<file path="src/rtl/least_loaded_task_dispatcher_defines.svh">
// Assertion macros shared by the dispatcher RTL.
// No dependencies.
`ifndef LEAST_LOADED_TASK_DISPATCHER_DEFINES_SVH
`define LEAST_LOADED_TASK_DISPATCHER_DEFINES_SVH
`ifndef SYNTH
`define LLTD_ASSERT(label, clk, rst_n, prop, msg) \
    label: assert property (@(posedge clk) disable iff (!rst_n) prop) else $error(msg);
`define LLTD_ASSERT_NR(label, clk, prop, msg) \
    label: assert property (@(posedge clk) prop) else $error(msg);
`else
`define LLTD_ASSERT(label, clk, rst_n, prop, msg)
`define LLTD_ASSERT_NR(label, clk, prop, msg)
`endif
`endif

</file>
<file path="src/rtl/lltd_pkg.sv">
// Types and constants for the least-loaded task dispatcher.
// No dependencies.
package lltd_pkg;
    localparam int CpuW = 4;
    localparam int TaskW = 10;
    localparam int CountW = 11;
    localparam int SliceW = 8;

    typedef enum logic [1:0] {
        MODE_SUBMIT = 2'd0,
        MODE_BALANCE = 2'd1,
        MODE_TICK = 2'd2,
        MODE_BAD = 2'd3
    } mode_t;

    typedef enum logic [2:0] {
        ST_QUEUED = 3'd0,
        ST_NO_MIGRATE = 3'd1,
        ST_MIGRATED = 3'd2,
        ST_RUNNING = 3'd3,
        ST_IDLE = 3'd4,
        ST_BAD_CPU = 3'd5
    } status_t;

    localparam logic CFG_ACTIVE_CPUS = 1'b0;
    localparam logic CFG_THRESHOLD = 1'b1;

    typedef struct packed {
        logic [1:0] mode;
        logic [TaskW-1:0] task_id;
        logic [SliceW-1:0] budget_slices;
        logic [CpuW-1:0] cpu_select;
    } req_t;

    typedef struct packed {
        logic [2:0] status;
        logic [CpuW-1:0] cpu_first;
        logic [CpuW-1:0] cpu_second;
        logic [TaskW-1:0] moved_task;
        logic finish_flag;
        logic [TaskW-1:0] finished_task;
    } rsp_t;
endpackage

</file>
<file path="src/rtl/lltd_scan.sv">
// Sequential min/max scan over the per-CPU list counts, one CPU per cycle.
// Depends on lltd_pkg.
module lltd_scan #(
    parameter int CPU_COUNT = 16
) (
    input logic clk,
    input logic rst_n,
    input logic start,
    input logic [$clog2(CPU_COUNT+1)-1:0] n_cpus,
    input logic [lltd_pkg::CountW-1:0] counts [CPU_COUNT],
    output logic done,
    output logic [$clog2(CPU_COUNT)-1:0] hi_idx,
    output logic [$clog2(CPU_COUNT)-1:0] lo_idx
);
    import lltd_pkg::*;
    localparam int IW = $clog2(CPU_COUNT);
    localparam int NW = $clog2(CPU_COUNT+1);

    logic busy_reg, busy_next;
    logic [NW-1:0] i_reg, i_next;
    logic [IW-1:0] hi_reg, hi_next, lo_reg, lo_next;
    logic [CountW-1:0] cur;

    assign cur = counts[i_reg[IW-1:0]];

    always_comb
    begin
        busy_next = busy_reg;
        i_next = i_reg;
        hi_next = hi_reg;
        lo_next = lo_reg;
        if (start)
        begin
            busy_next = 1'b1;
            i_next = NW'(1);
            hi_next = '0;
            lo_next = '0;
        end
        else if (busy_reg)
        begin
            if (i_reg >= n_cpus)
            begin
                busy_next = 1'b0;
            end
            else
            begin
                if (cur > counts[hi_reg]) hi_next = i_reg[IW-1:0];
                if (cur < counts[lo_reg]) lo_next = i_reg[IW-1:0];
                i_next = i_reg + NW'(1);
            end
        end
    end

    always_ff @(posedge clk or negedge rst_n)
    begin
        if (!rst_n)
        begin
            busy_reg <= 1'b0;
            i_reg <= '0;
            hi_reg <= '0;
            lo_reg <= '0;
        end
        else
        begin
            busy_reg <= busy_next;
            i_reg <= i_next;
            hi_reg <= hi_next;
            lo_reg <= lo_next;
        end
    end

    assign done = busy_reg && (i_reg >= n_cpus);
    assign hi_idx = hi_reg;
    assign lo_idx = lo_reg;
endmodule

</file>
<file path="config.mk">
export PLATFORM = sky130hd
export DESIGN_NAME = lltd_scan
export DESIGN_NICKNAME = d
export VERILOG_FILES = /design/src/rtl/least_loaded_task_dispatcher_defines.svh /design/src/rtl/lltd_pkg.sv /design/src/rtl/lltd_scan.sv
export SDC_FILE = /design/constraint.sdc
export NUM_CORES = 1
export LEC_CHECK = 0
export BUFFER_PORTS_ARGS = -buffer_cell sky130_fd_sc_hd__buf_2
export CAP_MARGIN = 10
export CELL_PAD_IN_SITES_DETAIL_PLACEMENT = 0
export CELL_PAD_IN_SITES_GLOBAL_PLACEMENT = 1
export CORE_MARGIN = 2
export CORE_UTILIZATION = 40
export CTS_CLUSTER_DIAMETER = 40
export DETAILED_ROUTE_END_ITERATION = 16
export PLACE_DENSITY_LB_ADDON = 0.1
export SKIP_CTS_REPAIR_TIMING = 1
export SLEW_MARGIN = 20
export SYNTH_ARGS = -nofsm -noshare
export SYNTH_HDL_FRONTEND = slang
export SYNTH_SLANG_ARGS = --single-unit
</file>
<file path="constraint.sdc">
create_clock -name clk -period 6.8 [get_ports clk]
set_input_delay 1.02 -clock clk [delete_from_list [all_inputs] [get_ports clk]]
set_output_delay 1.02 -clock clk [all_outputs]
set_load 0.005 [all_outputs]
</file>
==> out/results.txt, run 1 <==
CTS tree: yes
Via count: 4557
Avg Inst Size Synth: 14.9 µm²
Fin crit period: 4.13 ns
Worst setup SP type: flip-flop
Slowest stage cell on the critical path: dfrtp_2
Die area: 14600 µm²
Root Driver: clkbuf_16
Hpwl dp: 12.9 mm
Initial core utilization: 0.411
Area leader, netlist: mux4_2
RSZ-0062 raised after global routing: no
Antenna violations before repair: 3
#FFs+latches synth: 14
Syn-to-layout area delta: 18.7%
Fmax: 242 MHz
Placement Cell Area: 6390 µm²
Core footprint: 13300 µm²
Net Count, Synth: 578
Tcrit/Tclk final: 0.608
WP data arrival: 4.30 ns
Unique masters post-synth: 42
Post-route cell area: 6490 µm²
Routed Antenna Nets: 0
Setup-failing EPs final: 0
Delay-heaviest family, CP: multiplexers
CTS max path bufs: 2
Overflow left after global routing: 0
Max_cap viols: 0
Worst Hold Class: reg2reg
Number of synthesis warnings: 0
Initial DRC count: 285
Setup Crit Path Kind: reg2reg
I/O pins: 193
Slew Limit Fails: 0
DR pass1 iterations: 4
PwrDens: 312 nW/µm²
GPL Wtd Cong: 0.814
Chip Height: 121 µm
Fraction of layout cells with a size suffix above 1: 0.662
Die Wd: 121 µm
Site Rows: 42
Asr flop ratio synth: 1.00
CTS Buf Count: 3
Prevailing post-synth register cell: dfrtp_1
Vias in the first global route: 4934
Final Hold Viols: 0
Reg clk slew, reported paths: 0.05 ns
Post-Syn Area: 5470 µm²
Overall Global Routing Usage: 0.241
Area of the multi-input gates: 4690 µm²
Rel. slew slack: 0.379
Status: complete, no violations
WP buf/inv: 1
Total power: 2.02 mW
Top cell type's share of synthesized area: 0.564
Vias/cell: 6.45
First-pass GRT wire length: 27.2 mm
EDFF count, synth: 0
Sequential-to-total area share from yosys stat: 0.0641
Storage element area: 365 µm²
IO Port Bufs: 192
Total Neg Setup Slack: 0 ns
DR WL/cell: 24.3 µm
Htree depth: 1
Final wirelength: 17.2 mm
CP max FO: 32
Post-Syn Instances: 367
# DRC: 0
Leakage: 2.67 nW
Worst-margin pin slew: 0.930 ns
Max reg flops: 5
Clock Sinks: 14
Critical path, cell by cell: buf_4 -> mux4_1 -> mux4_2 -> ha_1 -> and4_1 -> and2_1 -> a221oi_1 -> and3_1 -> nand3_1 -> a21oi_1
Largest net degree at the start of global routing: 47
Worst Setup End Kind: flip-flop
Max incr delay on CP: 0.68 ns
Synth top area cells: mux4_2, mux4_1, dfrtp_1
CP Data Required Time: 6.96 ns
Clk_lat worst skew: 0.24 ns
Final hold slack: 0.562 ns
Clock skew: 0.00194 ns
Fill cells: 1179
Max VDD drop: 0.173 mV
Layout net count: 739
## area by class of cell
| class | count | area share |
|---|---|---|
| Timing Repair Buffer | 198 | 0.155 |
| Multi-Input combinational cell | 281 | 0.722 |
| Inverter | 30 | 0.0173 |
| Sequential cell | 14 | 0.0563 |
| Antenna cell | 4 | 0.00154 |
| Clock buffer | 4 | 0.0137 |
| Tap cell | 176 | 0.0339 |
## where the power goes
part	switching, mW	internal [mW]	total [mW]
combinational	0.645	0.947	1.59
sequential	0.202	0.108	0.309
clock	0.0342	0.0891	0.123
## worst min-delay path, cell delays in order, from the launching register on
cell and delay [ns]:
dfrtp_1 0.37, xor2_1 0.07, nor2_1 0.08
## cell usage in the layout, fill, tap and decap left out, drive strengths merged, types with 8 or more instances in the layout
cell,count
dfrtp,14
mux4,163
inv,30
nand3,8
nand2b,8
ha,27
buf,198
a21oi,12
o21ai,8
## worst paths after layout
| kind | start | to | slack (ns) | cells past startpoint |
|---|---|---|---|---|
| setup / recovery | i_reg[0]$_DFFE_PN0P_ | lo_idx[1]$_DFFE_PN0P_ | 2.67 | 10 |
| hold / removal | i_reg[4]$_DFFE_PN0P_ | i_reg[4]$_DFFE_PN0P_ | 0.56 | 2 |
| setup reg to reg | i_reg[0]$_DFFE_PN0P_ | lo_idx[1]$_DFFE_PN0P_ | 2.67 | 10 |
| hold reg to reg | i_reg[4]$_DFFE_PN0P_ | i_reg[4]$_DFFE_PN0P_ | 0.56 | 2 |
| max in group asynchronous | rst_n | lo_idx[1]$_DFFE_PN0P_ | 5.82 | 1 |
| min in group asynchronous | rst_n | busy_reg$_DFF_PN0_ | 0.68 | 1 |
## stage by stage
| stage | cells | util | setup WS, ns |
|---|---|---|---|
| after global routing | 705 | 0.488 | 2.35 |
| after CTS | 703 | 0.487 | 2.63 |
| after detailed placement | 699 | 0.481 | 2.65 |
| after floorplan | 367 | - | 3.41 |
| after global placement | 699 | 0.481 | 2.73 |
| final | 707 | 0.488 | 2.67 |
## layer usage
layer	global-route usage	wire length (µm)	part of all wire	vias up
li1	-	-	-	1977
met1	0.338	7170	0.42	2384
met2	0.410	8780	0.51	180
met3	0.0371	1090	0.063	16
met4	0.0320	142	0.0083	0
met5	0	0	0	-
## synth_stat cells (3+ instances only)
master    instances
mux4_2          137
nor2_1            7
inv_1            30
o21ai_1           4
nand3_1           8
buf_12            4
mux2i_1           7
buf_2             5
buf_4             7
a21o_1            7
dfrtp_1          14
buf_1             5
buf_6             6
nand2b_1          8
o21ai_0           3
mux4_1           26
nand2_1           5
clkbuf_1         13
ha_1             27
xor2_1            3
a21oi_1          12
nand4_1           4
## logic make-up (layout without fill, tap and decap cells)
logic type / Yosys count / in the layout / synth area share
adders and majority gates: 27 / 27 / 0.0618
muxes: 171 / 171 / 0.704
other: 0 / 4 / 0
and+or+nand+nor: 47 / 47 / 0.0490
buffers and inverters: 72 / 232 / 0.0782
DFF: 14 / 14 / 0.0641
AOI/OAI and AO/OA: 32 / 32 / 0.0366
xor gates and xnor gates: 4 / 4 / 0.00641
No activity file was read; power rests on OpenSTA's default activity.
==> run 2: changes to the inputs <==
CORE_UTILIZATION = 38   (was 40)
clock period = 3.35 ns   (was 6.8 ns; I/O delays follow)
==> run 2 against run 1 <==
Compared with the run above:
- routed wire length increased by 4.7%
- combinational power grew to 2.8 times the previous value
- non-clock buffer count grew 40
- utilization rose by 2.1 points
- cell area increased by 9.7%
- clock power increased by 100%
- register-to-register slack got worse by 2.6 ns
- die area up 5.1%
- critical path type unchanged
- highest routed layer unchanged
==> out/results.txt, run 2 (synthesized netlist as in run 1, its figures left out) <==
Htree depth: 1
Clock Power Share: 0.050
Rel. slew slack: 0.548
Sw Share: 0.417
Via count: 4671
Final Hold Viols: 0
WP data arrival: 3.42 ns
Routed Antenna Nets: 0
Diode count: 0
Leakage: 2.93 nW
Overall Global Routing Usage: 0.226
Slowest stage cell on the critical path: mux4_2
CP Data Required Time: 3.51 ns
Share of power burned in registers: 0.066
Fill cells: 1278
Max VDD drop: 0.262 mV
Initial DRC count: 337
Clock skew: 0.00423 ns
Tcrit/Tclk final: 0.971
Most common cell after layout, fill and taps aside: buf_2
Top sig layer: met4
CTS Buf Count: 3
Area of the multi-input gates: 4770 µm²
Storage element area: 363 µm²
Post-route cell area: 7120 µm²
Critical path, cell by cell: buf_6 -> buf_12 -> mux4_1 -> mux4_2 -> ha_4 -> and4_1 -> and2_1 -> a221oi_2 -> and3_4 -> nand3_1 -> a21oi_1
DP Worst Slack: 0.0383 ns
Worst setup SP type: flip-flop
Worst-margin pin slew: 0.677 ns
Clock Sinks: 14
Setup Crit Path Kind: reg2reg
CTS tree: yes
Vias/cell: 6.25
Worst Setup End Kind: flip-flop
Clk_lat worst skew: 0.24 ns
Fmax: 307 MHz
Syn-to-layout area delta: 30.2%
Final Util: 0.509
Delay-heaviest family, CP: multiplexers
Largest net degree at the start of global routing: 30
Logic pwr share: 0.884
Root Driver: clkbuf_16
Fraction of layout cells with a size suffix above 1: 0.739
WP buf/inv: 2
Initial core utilization: 0.391
Core footprint: 14000 µm²
P_int: 2.92 mW
Max_cap viols: 0
Fin crit period: 3.25 ns
Overflow left after global routing: 0
Layout net count: 779
Site Rows: 43
Placement Cell Area: 6690 µm²
PwrDens: 702 nW/µm²
Slew Limit Fails: 0
Vias in the first global route: 4856
Max incr delay on CP: 0.55 ns
CTS max path bufs: 2
First-pass GRT wire length: 26.4 mm
GPL Wtd Cong: 0.833
# DRC: 0
Max reg flops: 5
Commonest cells after routing, fill and taps aside: buf_2, mux4_2, inv_1, buf_4, ha_1
DR pass1 iterations: 5
Die Wd: 124 µm
Met1 wire length: 7.44 mm
Antenna violations before repair: 0
Worst Hold Class: in2async
Reg clk slew, reported paths: 0.05 ns
DR WL met3: 1.18 mm
Net Sw Power: 2.08 mW
Die area: 15400 µm²
Final wirelength: 18.0 mm
IO Port Bufs: 192
DR WL/cell: 24.1 µm
Hpwl dp: 13.8 mm
CP max FO: 5
Setup-failing EPs final: 0
Final hold slack: 0.153 ns
I/O pins: 193
Met2 WL: 9.19 mm
Final WS setup: 0.0960 ns
Chip Height: 124 µm
Status: complete, no violations
run 2: changes by cell type in the layout (fill, tap and decap cells not counted), moves of 6 or more:
cell       delta
buf_12       +10
buf_4        +19
clkbuf_16     +6
ha_1          -6
ha_4          +6
mux4_1       -10
mux4_2       +10
run 2: power groups by stage:
stage,clock [mW],combinational (mW),sequential [mW]
detailed placement,0,3.88,0.320
floorplan,0,2.96,0.248
global route,0.262,4.78,0.337
CTS,0.253,3.90,0.318
finish,0.249,4.42,0.329
global placement,0,3.86,0.320
run 2: layout make-up:
type                       instances  area share
clock buffer                       4      0.0125
inverter                          30      0.0158
multi-input combinational        281       0.670
sequential                        14      0.0509
tap                              180      0.0316
timing repair buffer             238       0.219
run 2: worst register-to-register path, stage by stage (launching register included):
cell	delay, ns
dfrtp_2	0.44
buf_6	0.15
buf_12	0.12
mux4_1	0.53
mux4_2	0.55
ha_4	0.24
and4_1	0.20
and2_1	0.16
a221oi_2	0.28
and3_4	0.27
nand3_1	0.09
a21oi_1	0.14
run 2: final timing paths:
| check | from | end | slack [ns] | cells past startpoint |
|---|---|---|---|---|
| setup / recovery | i_reg[0]$_DFFE_PN0P_ | lo_idx[2]$_DFFE_PN0P_ | 0.1 | 11 |
| max in group asynchronous | rst_n | lo_idx[0]$_DFFE_PN0P_ | 2.91 | 1 |
| setup reg to reg | i_reg[0]$_DFFE_PN0P_ | lo_idx[2]$_DFFE_PN0P_ | 0.1 | 11 |
| min in group clk | i_reg[4]$_DFFE_PN0P_ | i_reg[4]$_DFFE_PN0P_ | 0.57 | 2 |
| hold / removal | rst_n | i_reg[2]$_DFFE_PN0P_ | 0.15 | 1 |
| hold reg to reg | i_reg[4]$_DFFE_PN0P_ | i_reg[4]$_DFFE_PN0P_ | 0.57 | 2 |
run 2: stage by stage:
step / total power [mW] / setup TNS (ns) / instances
floorplan: 3.21 / 0 / 367
global route: 5.38 / -0.00960 / 747
finish: 5.00 / 0 / 747
detailed placement: 4.20 / 0 / 729
global placement: 4.18 / 0 / 729
CTS: 4.47 / 0 / 733
run 2: metal layers:
| layer | GRT usage | up-vias |
|---|---|---|
| li1 | - | 2045 |
| met1 | 0.309 | 2400 |
| met2 | 0.397 | 216 |
| met3 | 0.0238 | 10 |
| met4 | 0.0407 | 0 |
| met5 | 0 | - |
